$ cat src/design/fdx_pkg.sv
// fdx_pkg: shared types and constants for the framed byte deframer
// no dependencies; imported by the frame store and the top level
`timescale 1ns / 1ps
`default_nettype none

package fdx_pkg;

	// framing bytes
	localparam logic [7:0] SOH_BYTE = 8'h01;
	localparam logic [7:0] STX_BYTE = 8'h02;
	localparam logic [7:0] EOT_BYTE = 8'h04;

	// shortest legal frame: SOH, length, STX, one body byte, EOT
	localparam logic [7:0] MIN_HDR_LEN = 8'd5;

	// frame byte that holds the message type, first payload byte follows it
	localparam int TYPE_POS = 4;
	localparam int PAYLOAD_POS = 5;

	// register indexes on the configuration port
	localparam logic REG_MIN_LEN = 1'b0;
	localparam logic REG_MAX_LEN = 1'b1;

	// port enables for the frame store
	typedef struct packed {
		logic wr_en;
		logic rd_en;
	} fdx_mem_ctl_t;

endpackage

`default_nettype wire

$ cat src/design/fdx_frame_store.sv
// fdx_frame_store: single-port-write, single-port-read frame byte memory
// read data is registered and holds while rd_en is low; depends on fdx_pkg
`timescale 1ns / 1ps
`default_nettype none

module fdx_frame_store #(
	parameter int DEPTH = 64,
	parameter int AW = 6
) (
	input  wire                        clk,
	input  wire fdx_pkg::fdx_mem_ctl_t ctl,
	input  wire  [AW-1:0]              wr_addr,
	input  wire  [7:0]                 wr_data,
	input  wire  [AW-1:0]              rd_addr,
	output logic [7:0]                 rd_data
);
	import fdx_pkg::*;

	logic [7:0] mem [DEPTH];

	// write port
	always_ff @(posedge clk) begin
		if (ctl.wr_en) begin
			mem[wr_addr] <= wr_data;
		end
	end

	// registered read port with enable
	always_ff @(posedge clk) begin
		if (ctl.rd_en) begin
			rd_data <= mem[rd_addr];
		end
	end

endmodule

`default_nettype wire

$ cat src/design/framed_byte_deframer_xor_check_unit.sv
// framed_byte_deframer_xor_check_unit: SOH/length/STX/body/EOT deframer with XOR check
// depends on fdx_pkg and fdx_frame_store
`timescale 1ns / 1ps
`default_nettype none

// Usage
// Received bytes enter on the s_ stream, one per transaction. The block hunts for
// SOH, checks the length byte against min_frame_len / max_frame_len (APB registers
// at 0x0 and 0x4), expects STX, stores the whole frame in an internal memory and at
// EOT requires the XOR of all bytes before the checksum byte to match it.
// A good frame is replayed from the memory on the m_ stream: one transaction per
// payload byte (at least one), each carrying the type byte, payload length and
// byte index, with m_tlast on the final one.
// Throughput: one input byte per cycle while a frame is received. After a good EOT
// input stalls until max(1, payload_len) reads issue, one read per cycle unless the
// receiver stalls; the first result shows after the emit phase and its first read.
// The read data register of the memory is the output register, so a stalled
// receiver simply stops further reads; input resumes once the last read issues,
// even while that last result still waits.
// Reset returns to hunting for SOH with both registers at their defaults
// (8 and 64); the frame memory is not cleared and needs no clearing pass.
module framed_byte_deframer_xor_check_unit #(
	parameter int MAX_FRAME = 64
) (
	input  wire         clk,
	input  wire         arst_n,
	// input byte stream
	input  wire         s_tvalid,
	output logic        s_tready,
	input  wire  [7:0]  s_tdata,   // [7:0] rx_byte
	// result stream
	output logic        m_tvalid,
	input  wire         m_tready,
	output logic [31:0] m_tdata,   // [7:0] msg_type, [13:8] payload_len,
	                               // [21:14] payload_byte, [27:22] byte_index
	output logic        m_tlast,   // last
	// configuration
	input  wire         psel,
	input  wire         penable,
	input  wire         pwrite,
	input  wire  [2:0]  paddr,
	input  wire  [31:0] pwdata,
	output logic [31:0] prdata,
	output logic        pready
);
	import fdx_pkg::*;

	localparam int AW = $clog2(MAX_FRAME);
	localparam int WPW = $clog2(MAX_FRAME + 1);

	localparam logic [2:0] PH_SOH  = 3'd0;
	localparam logic [2:0] PH_LEN  = 3'd1;
	localparam logic [2:0] PH_STX  = 3'd2;
	localparam logic [2:0] PH_BODY = 3'd3;
	localparam logic [2:0] PH_EOT  = 3'd4;
	localparam logic [2:0] PH_EMIT = 3'd5;

	logic [6:0]     min_len_q, max_len_q;
	logic [2:0]     phase_q;
	logic [WPW-1:0] wpos_q;
	logic [7:0]     remain_q, flen_q, xor_q, type_q, plen_q, cnt_q;
	logic           m_valid_q, out_last_q, out_zero_q;
	logic [7:0]     out_type_q;
	logic [5:0]     out_plen_q, out_idx_q;

	logic           s_accept, len_ok, keep, frame_ok, issue, is_last;
	logic [AW-1:0]  wr_addr, rd_addr;
	logic [7:0]     rd_data, ovh, plen_next, n_items;
	logic [8:0]     pos;
	fdx_mem_ctl_t   mem_ctl;

	// configuration port
	assign pready = 1'b1;
	assign prdata = (paddr[2] == REG_MAX_LEN) ? {25'd0, max_len_q} : {25'd0, min_len_q};

	always_ff @(posedge clk or negedge arst_n) begin
		if (!arst_n) begin
			min_len_q <= 7'd8;
			max_len_q <= 7'd64;
		end else if (psel && penable && pwrite && pready) begin
			unique case (paddr[2])
				REG_MIN_LEN: min_len_q <= pwdata[6:0];
				REG_MAX_LEN: max_len_q <= pwdata[6:0];
				default: ;
			endcase
		end
	end

	// input side decode
	assign s_tready = (phase_q != PH_EMIT);
	assign s_accept = s_tvalid && s_tready;

	assign len_ok = (s_tdata >= MIN_HDR_LEN) && (s_tdata >= {1'b0, min_len_q}) &&
		(s_tdata <= {1'b0, max_len_q}) && ({1'b0, s_tdata} <= 9'(MAX_FRAME));

	always_comb begin
		case (phase_q)
			PH_SOH:  keep = (s_tdata == SOH_BYTE);
			PH_LEN:  keep = len_ok;
			PH_STX:  keep = (s_tdata == STX_BYTE);
			PH_BODY: keep = 1'b1;
			PH_EOT:  keep = 1'b1;
			default: keep = 1'b0;
		endcase
	end

	assign wr_addr = (phase_q == PH_SOH) ? '0 : wpos_q[AW-1:0];
	assign mem_ctl.wr_en = s_accept && keep &&
		((phase_q == PH_SOH) || ({1'b0, wpos_q} < (WPW + 1)'(MAX_FRAME)));

	// checksum: xor of every kept byte before EOT must be zero
	assign frame_ok = (s_tdata == EOT_BYTE) && (xor_q == 8'h00);

	// payload length uses an overhead of at least five
	assign ovh = ({1'b0, min_len_q} < MIN_HDR_LEN) ? MIN_HDR_LEN : {1'b0, min_len_q};
	assign plen_next = flen_q - ovh;

	// emission: one memory read per issue, read register is the output register
	assign n_items = (plen_q == 8'd0) ? 8'd1 : plen_q;
	assign is_last = (cnt_q == n_items - 8'd1);
	assign issue = (phase_q == PH_EMIT) && (!m_valid_q || m_tready);
	assign pos = 9'(PAYLOAD_POS) + {1'b0, cnt_q};
	assign rd_addr = pos[AW-1:0];
	assign mem_ctl.rd_en = issue;

	fdx_frame_store #(
		.DEPTH(MAX_FRAME),
		.AW(AW)
	) u_store (
		.clk(clk),
		.ctl(mem_ctl),
		.wr_addr(wr_addr),
		.wr_data(s_tdata),
		.rd_addr(rd_addr),
		.rd_data(rd_data)
	);

	// running checksum and type byte capture
	always_ff @(posedge clk) begin
		if (mem_ctl.wr_en) begin
			xor_q <= (phase_q == PH_SOH) ? s_tdata : (xor_q ^ s_tdata);
			if (wr_addr == AW'(TYPE_POS)) begin
				type_q <= s_tdata;
			end
		end
	end

	// frame state machine
	always_ff @(posedge clk or negedge arst_n) begin
		if (!arst_n) begin
			phase_q  <= PH_SOH;
			wpos_q   <= '0;
			remain_q <= '0;
			flen_q   <= '0;
			plen_q   <= '0;
			cnt_q    <= '0;
		end else begin
			if (mem_ctl.wr_en) begin
				wpos_q <= (phase_q == PH_SOH) ? WPW'(1) : wpos_q + WPW'(1);
			end
			unique case (phase_q)
				PH_SOH: begin
					if (s_accept && keep) begin
						phase_q <= PH_LEN;
					end
				end
				PH_LEN: begin
					if (s_accept) begin
						if (len_ok) begin
							flen_q   <= s_tdata;
							remain_q <= s_tdata - 8'd4;
							phase_q  <= PH_STX;
						end else begin
							phase_q <= PH_SOH;
							wpos_q  <= '0;
						end
					end
				end
				PH_STX: begin
					if (s_accept) begin
						if (keep) begin
							phase_q <= PH_BODY;
						end else begin
							phase_q <= PH_SOH;
							wpos_q  <= '0;
						end
					end
				end
				PH_BODY: begin
					if (s_accept) begin
						remain_q <= remain_q - 8'd1;
						if (remain_q == 8'd1) begin
							phase_q <= PH_EOT;
						end
					end
				end
				PH_EOT: begin
					if (s_accept) begin
						wpos_q <= '0;
						if (frame_ok) begin
							plen_q  <= plen_next;
							cnt_q   <= '0;
							phase_q <= PH_EMIT;
						end else begin
							phase_q <= PH_SOH;
						end
					end
				end
				PH_EMIT: begin
					if (issue) begin
						cnt_q <= cnt_q + 8'd1;
						if (is_last) begin
							phase_q <= PH_SOH;
						end
					end
				end
				default: begin
					phase_q <= PH_SOH;
					wpos_q  <= '0;
				end
			endcase
		end
	end

	// output valid
	always_ff @(posedge clk or negedge arst_n) begin
		if (!arst_n) begin
			m_valid_q <= 1'b0;
		end else if (issue) begin
			m_valid_q <= 1'b1;
		end else if (m_tready) begin
			m_valid_q <= 1'b0;
		end
	end

	// output side fields, loaded with the memory read
	always_ff @(posedge clk) begin
		if (issue) begin
			out_type_q <= type_q;
			out_plen_q <= plen_q[5:0];
			out_idx_q  <= (plen_q == 8'd0) ? 6'd0 : cnt_q[5:0];
			out_zero_q <= (plen_q == 8'd0) || (pos >= 9'(MAX_FRAME));
			out_last_q <= is_last;
		end
	end

	assign m_tvalid = m_valid_q;
	assign m_tlast  = out_last_q;
	assign m_tdata  = {4'd0, out_idx_q, (out_zero_q ? 8'd0 : rd_data), out_plen_q,
		out_type_q};

`ifndef SYNTH
	// no input is taken while a frame is being replayed
	a_no_input_in_emit: assert property (@(posedge clk) disable iff (!arst_n)
		(phase_q == PH_EMIT) |-> !s_tready)
		else $error("input accepted during emission");

	// emission counter stays inside the frame's result count
	a_cnt_bound: assert property (@(posedge clk) disable iff (!arst_n)
		(phase_q == PH_EMIT) |-> (cnt_q < n_items))
		else $error("emission counter out of range");

	// store position never passes the memory depth
	a_wpos_bound: assert property (@(posedge clk) disable iff (!arst_n)
		({1'b0, wpos_q} <= (WPW + 1)'(MAX_FRAME)))
		else $error("write position beyond frame store");

	// a wrong end byte never starts an emission
	a_bad_eot: assert property (@(posedge clk) disable iff (!arst_n)
		(s_accept && (phase_q == PH_EOT) && (s_tdata != EOT_BYTE)) |=>
		(phase_q == PH_SOH))
		else $error("frame without EOT emitted");
`endif

endmodule

`default_nettype wire

$ cat config.mk
export PLATFORM = sky130hd
export DESIGN_NAME = framed_byte_deframer_xor_check_unit
export DESIGN_NICKNAME = d
export VERILOG_FILES = /design/src/design/fdx_pkg.sv /design/src/design/fdx_frame_store.sv /design/src/design/framed_byte_deframer_xor_check_unit.sv
export SDC_FILE = /design/constraint.sdc
export NUM_CORES = 1
export LEC_CHECK = 0
export ABC_AREA = 1
export CAP_MARGIN = 20
export CORE_MARGIN = 8
export CORE_UTILIZATION = 60
export CTS_CLUSTER_SIZE = 20
export DETAILED_ROUTE_END_ITERATION = 12
export DONT_BUFFER_PORTS = 1
export PLACE_DENSITY = 0.76
export RECOVER_POWER = 100
export SLEW_MARGIN = 0
export SYNTH_ARGS = -nofsm -noshare
export SYNTH_HDL_FRONTEND = slang
export SYNTH_SLANG_ARGS = --single-unit
$ cat constraint.sdc
create_clock -name clk -period 7.1 [get_ports clk]
set_input_delay 0.71 -clock clk [delete_from_list [all_inputs] [get_ports clk]]
set_output_delay 0.71 -clock clk [all_outputs]
set_load 0.02 [all_outputs]
### Word-level counts from Yosys, hierarchy flattened

Memories as Yosys holds them, arrays and structs flattened. A register that Yosys moved wholly into a read port is not among the register bits.
Index checks and enable logic that the tools add are counted.

| storage, ports and cells | value |
|---|---|
| bits in read-only memories | 0 |
| flip-flop bits (word level) | 95 |
| input port bits | 50 |
| memories | 1 |
| RAM bits | 512 |
| latch bits | 0 |
| logic and storage cells | 124 |
| output and inout bits | 68 |

| operators by class | value |
|---|---|
| div/mod/pow operators | 0 |
| reduce and logical (&&, ||, !) cells | 30 |
| eq/ne operators | 22 |
| muxes and demuxes | 39 |
| magnitude comparators | 7 |
| bitwise gates (word level) | 2 |
| $add $sub $neg | 7 |
| shift operators | 0 |
| multipliers | 0 |

Memory list:

| memory | depth | width | rd ports | clocked after Yosys merged registers in | wr ports | line | source |
|---|---|---|---|---|---|---|---|
| u_store.mem | 64 | 8 | 1 | 1 | 1 | fdx_frame_store.sv:19 | `logic [7:0] mem [DEPTH];` |

Operators with widths:

| kind | count |
|---|---|
| 8-bit 2-to-1 mux | 9 |
| 7-bit 2-to-1 mux | 9 |
| 8-bit one-hot mux with 2 select lines | 2 |
| 7-bit one-hot mux with 4 select lines | 1 |
| 3-bit 2-to-1 mux | 9 |
| 2-bit != test, second input constant | 9 |
| 3-bit one-hot mux with 6 select lines | 1 |
| 8-bit by 1-bit equality test with 1-bit output, second input constant | 2 |
| 8-bit zero test | 2 |
| 8-bit by 1-bit subtractor with 8-bit output, second input constant | 2 |
| 1-bit logical AND | 10 |
| 3-bit by 8-bit adder with 9-bit output, first input constant | 1 |
| 9-bit by 7-bit >= comparator with 1-bit output, second input constant | 1 |
| 8-bit by 1-bit adder with 8-bit output, second input constant | 1 |
| 8-bit by 2-bit equality test with 1-bit output, second input constant | 1 |
| 8-bit by 3-bit equality test with 1-bit output, second input constant | 1 |
| 8-bit equality test | 1 |
| 8-bit by 3-bit >= comparator with 1-bit output, second input constant | 1 |
| 8-bit by 7-bit >= comparator with 1-bit output | 1 |
| 8-bit by 7-bit less-or-equal comparator with 1-bit output | 1 |
| 8-bit by 7-bit less-or-equal comparator with 1-bit output, second input constant | 1 |
| 4-bit AND reduction | 2 |
| 8-bit AND reduction | 1 |
| 8-bit by 3-bit subtractor with 8-bit output, second input constant | 1 |
| 24 further kinds | 37 |

### Longest topological paths before layout

| logic depth | value |
|---|---|
| word-level depth | 11 |
| mapped depth | 18 |
| mapped depth without buffers | 18 |

### Modules after synthesis

Synthesis repeated with hierarchy kept, for this count alone.

| second synthesis, totals | value |
|---|---|
| cells, all modules | 2,548 |
| area, all modules | 27,363.7 um^2 |

By module, submodules not included:

| module | sequential area each (um^2) | times used | area an instance (um^2) | cells each |
|---|---|---|---|---|
| fdx_frame_store | 15,615.0 | 1 | 21,419.3 | 1,805 |
| framed_byte_deframer_xor_check_unit | 2,570.0 | 1 | 5,944.5 | 743 |

### Worst setup path before layout

Ideal clock, no wire load.

| timing | value |
|---|---|
| path type | register -> register |
| from | register phase_q[1] |
| to | register cnt_q[5] |
| clock period less this slack | 3,005 ps |
| path slack | 4,095 ps |
| arrival time | 2,928 ps |
| data required time | 7,023 ps |
| setup time | 77 ps |
| cell stages (with the launch flop) | 11 |
| buffers on the path | 1 |
| cells stage by stage | dfrtp_1 -> inv_2 -> nand2_1 -> nor2_2 -> inv_2 -> nor2_1 -> inv_1 -> nand2_1 -> buf_4 -> nand3_1 -> a21oi_1 |

| between the ends | value |
|---|---|
| cells in the longest elaborated chain, start to end | 4 |
| elaborated cells on any way between the ends | 11 |
| those cells by class | eq/ne (6); mux (1); reduce/logical (4) |

RTL lines:

| item | line | source |
|---|---|---|
| start: declaration | framed_byte_deframer_xor_check_unit.sv:59 | `logic [2:0] phase_q;` |
| start signal: assignment | framed_byte_deframer_xor_check_unit.sv:151 | `phase_q <= PH_SOH;` |
| start signal: assignment | framed_byte_deframer_xor_check_unit.sv:164 | `phase_q <= PH_LEN;` |
| start signal: assignment | framed_byte_deframer_xor_check_unit.sv:172 | `phase_q <= PH_STX;` |
| 3-bit != test | framed_byte_deframer_xor_check_unit.sv:90 | `assign s_tready = (phase_q != PH_EMIT);` |
| net s_tready | framed_byte_deframer_xor_check_unit.sv:29 | `output logic s_tready,` |
| 1-bit logical AND | framed_byte_deframer_xor_check_unit.sv:91 | `assign s_accept = s_tvalid && s_tready;` |
| 2-bit != test (no line) | n/a |  |
| 4-bit AND reduction (no line) | n/a |  |
| end signal: assignment | framed_byte_deframer_xor_check_unit.sv:211 | `cnt_q <= cnt_q + 8'd1;` |
| end: declaration | framed_byte_deframer_xor_check_unit.sv:61 | `logic [7:0] remain_q, flen_q, xor_q, type_q, plen_q, cnt_q;` |

The timed path passes the listed nets, and every way through them passes these cells.
A chain may end at the register's enable or synchronous reset.

### Worst setup path in the final report

| timing | value |
|---|---|
| from | register cnt_q[0] |
| to | register u_store.rd_data[1], read port of u_store.mem, data pin |

| between the ends | value |
|---|---|
| cells in the longest elaborated chain, start to end | 1 |

RTL lines:

| item | line | source |
|---|---|---|
| 3-bit by 8-bit adder with 9-bit output | framed_byte_deframer_xor_check_unit.sv:122 | `assign pos = 9'(PAYLOAD_POS) + {1'b0, cnt_q};` |
| end: declaration | fdx_frame_store.sv:15 | `output logic [7:0] rd_data` |

No other way between the ends.

==> metrics.txt <==
initial antenna violation count 0; portion of total power attributed to the clock network 25.7%; count of input and output buffers 0; number of storage elements in the synthesis netlist 615; CP Capture Type flop; number of buffers inserted for hold repair after clock tree synthesis 2; final setup fails 0; final cell utilization of the core 64.9%; most frequently used cell type in the post-synthesis netlist sky130_fd_sc_hd__edfxtp_1; Leak 9.91 nW; layer with the highest usage met2; Synth area leaders sky130_fd_sc_hd__edfxtp_1 (63%), sky130_fd_sc_hd__nor2_1 (6.7%), sky130_fd_sc_hd__o21ai_0 (5.5%); GRT Overall Usage 23.0%; final layout net count 2331; part of the power in registers 37.5%; number of DRC violations after detailed-routing iteration 0 1990; Gate Count Post-Synth 2296; Max Clk Rate 190 MHz; Final ANT Viol Nets 0; global route total overflow 0; global routing met2 resource utilization 37.8%; Period Utilization, post-route 74.3%; async set or reset register ratio after synthesis 9.27%; total number of vias 17300; via count of the first global-routing pass 16600; # rows 77; share of the synthesized area in the top cell type 62.9%; Clock Tree Root sky130_fd_sc_hd__clkbuf_16; WL final 59500 um; Required @ worst endpoint 7.46 ns; WL per Instance 20.6 um; CTS clock-pin slew for the worst setup and hold paths 0.06 ns; critical path's slowest cell sky130_fd_sc_hd__dfrtp_1; HPWL after detailed placement 33900 um; Post-CTS Setup Repair Bufs 0; unrepaired setup endpoints after global routing false; number of warnings printed during yosys synthesis 0; # resized after CTS 0; transition time at the pin with the least slew margin 3.20 ns; final count of hold timing violations 0; type of origin of the critical path flop; Core Footprint 44000 um2; EDFF count, synth 558; worst rel slew slack -113%; post-route minimum period 5.27 ns; fraction of met3 tracks used by global routing 3.44%; switching share of power 38.2%; pin count of the biggest net entering global routing 258; Initial DRT Pass Iterations 6; critical setup path kind flop to flop; initial core utilization 60.5%; netlist area before placement 26700 um2; share of the yosys chip area belonging to registers 68.2%; Synth top cells by count sky130_fd_sc_hd__edfxtp_1 (558), sky130_fd_sc_hd__nor2_1 (479), sky130_fd_sc_hd__o21ai_0 (291), sky130_fd_sc_hd__nand2_1 (182), sky130_fd_sc_hd__inv_1 (114); io pins 118; Sinks on Clock Net 615; predominant post-synthesis flop cell sky130_fd_sc_hd__edfxtp_1; vertical extent of the die 227 um; H-tree depth reported by CTS 2; diode count 0; internal power component 0.00697 W; Clock Skew 0.0141 ns; worst skew pair latency 0.62 ns; IR drop worst, VDD 0.674 mV; die area 51400 um2; met1 Track Usage GR 31.2%; top cell type by total area after synthesis sky130_fd_sc_hd__edfxtp_1; number of buffers created by CTS 59; peak fanout along the critical path 61; setup TNS after final layout 0 ns; combinational share of power 36.8%; global-route wire length before repair 92200 um; final estimated routing congestion in global placement 0.887; Max Slew Vio Count 150; Power per Cell Area 395 nW/um2; violations in the final reports capacitance limit, slew limit; fraction of final layout cells sized beyond drive strength 1 4.70%; Crit path arrival time 5.63 ns; worst-path cell chain ha_1, nand2_1, inv_1, nor2_2, buf_4, inv_2, buf_4, o211ai_1, o211ai_1, nand3_1, nand3_1, nand2_1; Max stage delay on crit path 1.83 ns; Mapped Avg Cell Area 11.6 um2; growth of design area from synthesis to finish 7.15%; CTS max path bufs 3; total of max-cap violations 3; horizontal extent of the die 227 um; outcome finished, violations left; detailed-route vias per instance 5.98; count of unique library cells instantiated by Yosys 50; class of the tightest hold or removal check input port to flop; Remaining DRCs 0; clock tree from TritonCTS yes; switching power of the nets 0.00431 W
## cell type report
cell class                      count  area, um2
Clock inverter                     30        220
Multi-Input combinational cell   1433       7270
Clock buffer                       77       1550
Timing Repair Buffer               11       95.1
Fill cell                        3201      15500
Sequential cell                   615      18200
Inverter                          130        494
Tap cell                          592        741
## worst paths after layout
check / slack (ns) / endpoint / cells after the start / from
setup / recovery: 1.83 / u_store.rd_data[1]$_DFFE_PP_ / 12 / cnt_q[0]$_DFFE_PN0P_
hold / removal: 0.20 / u_store.mem[29][6]$_DFFE_PP_ / 0 / s_tdata[6]
setup reg to reg: 1.83 / u_store.rd_data[1]$_DFFE_PP_ / 12 / cnt_q[0]$_DFFE_PN0P_
hold reg to reg: 0.42 / out_type_q[2]$_DFFE_PP_ / 0 / type_q[2]$_DFFE_PP_
max in group asynchronous: 3.58 / cnt_q[6]$_DFFE_PN0P_ / 2 / arst_n
min in group asynchronous: 1.70 / min_len_q[4]$_DFFE_PN0P_ / 2 / arst_n
## worst max-delay path: cells and delay by family (launching register included)
family / cells / cell delay [ns]
adders and majority gates: 1 / 0.45
AOI/OAI and AO/OA: 2 / 0.40
DFF: 1 / 1.83
buffers and inverters: 4 / 1.73
and+or+nand+nor: 5 / 0.54
## cells in the final DEF, fill, tap and decap left out, types with 3 or more instances in the layout
cell type / netlist / routed
sky130_fd_sc_hd__inv_1: 114 / 117
sky130_fd_sc_hd__nand4_1: 21 / 22
sky130_fd_sc_hd__dfrtp_1: 55 / 55
sky130_fd_sc_hd__ha_1: 30 / 29
sky130_fd_sc_hd__a21oi_1: 20 / 20
sky130_fd_sc_hd__xor2_1: 19 / 19
sky130_fd_sc_hd__clkinv_2: 0 / 11
sky130_fd_sc_hd__mux2i_1: 31 / 31
sky130_fd_sc_hd__nor2_1: 479 / 481
sky130_fd_sc_hd__nand2_1: 182 / 186
sky130_fd_sc_hd__o21a_1: 3 / 3
sky130_fd_sc_hd__conb_1: 2 / 30
sky130_fd_sc_hd__o221ai_1: 15 / 15
sky130_fd_sc_hd__nor3_1: 13 / 13
sky130_fd_sc_hd__inv_2: 15 / 11
sky130_fd_sc_hd__nand3_1: 107 / 113
sky130_fd_sc_hd__clkbuf_1: 68 / 21
sky130_fd_sc_hd__clkbuf_16: 0 / 59
sky130_fd_sc_hd__xnor2_1: 7 / 7
sky130_fd_sc_hd__o22ai_1: 18 / 18
sky130_fd_sc_hd__o211ai_1: 111 / 111
sky130_fd_sc_hd__o21ai_0: 291 / 299
sky130_fd_sc_hd__edfxtp_1: 558 / 558
sky130_fd_sc_hd__nor2_2: 5 / 4
sky130_fd_sc_hd__o21ai_1: 15 / 7
sky130_fd_sc_hd__buf_4: 37 / 4
sky130_fd_sc_hd__clkinv_1: 0 / 14
## flip-flops by register name, indices dropped and copies added, names as in the netlist, 6 cells and up
name             cells
out_idx_q            6
out_plen_q           6
plen_q               8
min_len_q            7
u_store.mem        512
max_len_q            7
out_type_q           8
xor_q                8
cnt_q                8
flen_q               8
type_q               8
u_store.rd_data      8
wpos_q               7
remain_q             8
## through the flow
| stage | cells | hold WS (ns) | total power (W) | area (um2) | setup WS, ns |
|---|---|---|---|---|---|
| global route | 2888 | 0.167 | 0.0119 | 28600 | 1.53 |
| CTS | 2887 | 0.161 | 0.0113 | 28700 | 2.94 |
| global placement | 2778 | 0.402 | 0.00827 | 26900 | 3.03 |
| finish | 2888 | 0.199 | 0.0113 | 28600 | 1.83 |
| floorplan | 2324 | 0.400 | 0.00730 | 26800 | 4.09 |
| detailed placement | 2778 | 0.408 | 0.00840 | 26900 | 2.98 |
## power groups by stage
stage          Clock, W  Sequential (W)  Combinational, W
2_1_floorplan         0         0.00421           0.00309
3_3_place_gp          0         0.00430           0.00397
3_5_place_dp          0         0.00430           0.00410
4_1_cts         0.00294         0.00423           0.00413
5_1_grt         0.00307         0.00424           0.00459
6_report        0.00290         0.00422           0.00415
## per-layer routing
metal,vias up,routed length (um)
li1,8057,-
met1,8327,24000
met2,760,28800
met3,140,4620
met4,0,2020
met5,-,0
## logic make-up (layout without fill, tap and decap cells)
| logic type | after synthesis | in the layout | synth area share (%) |
|---|---|---|---|
| xor+xnor | 27 | 27 | 0.915 |
| flops | 615 | 615 | 68.2 |
| fa+ha+maj | 31 | 31 | 1.48 |
| buf+inv | 276 | 248 | 4.57 |
| compound gates | 485 | 485 | 10.6 |
| simple gates | 829 | 829 | 13.0 |
| mux | 31 | 31 | 1.16 |
| other cells | 2 | 30 | 0.0282 |
Note: power is estimated with default switching activity, not from simulation.
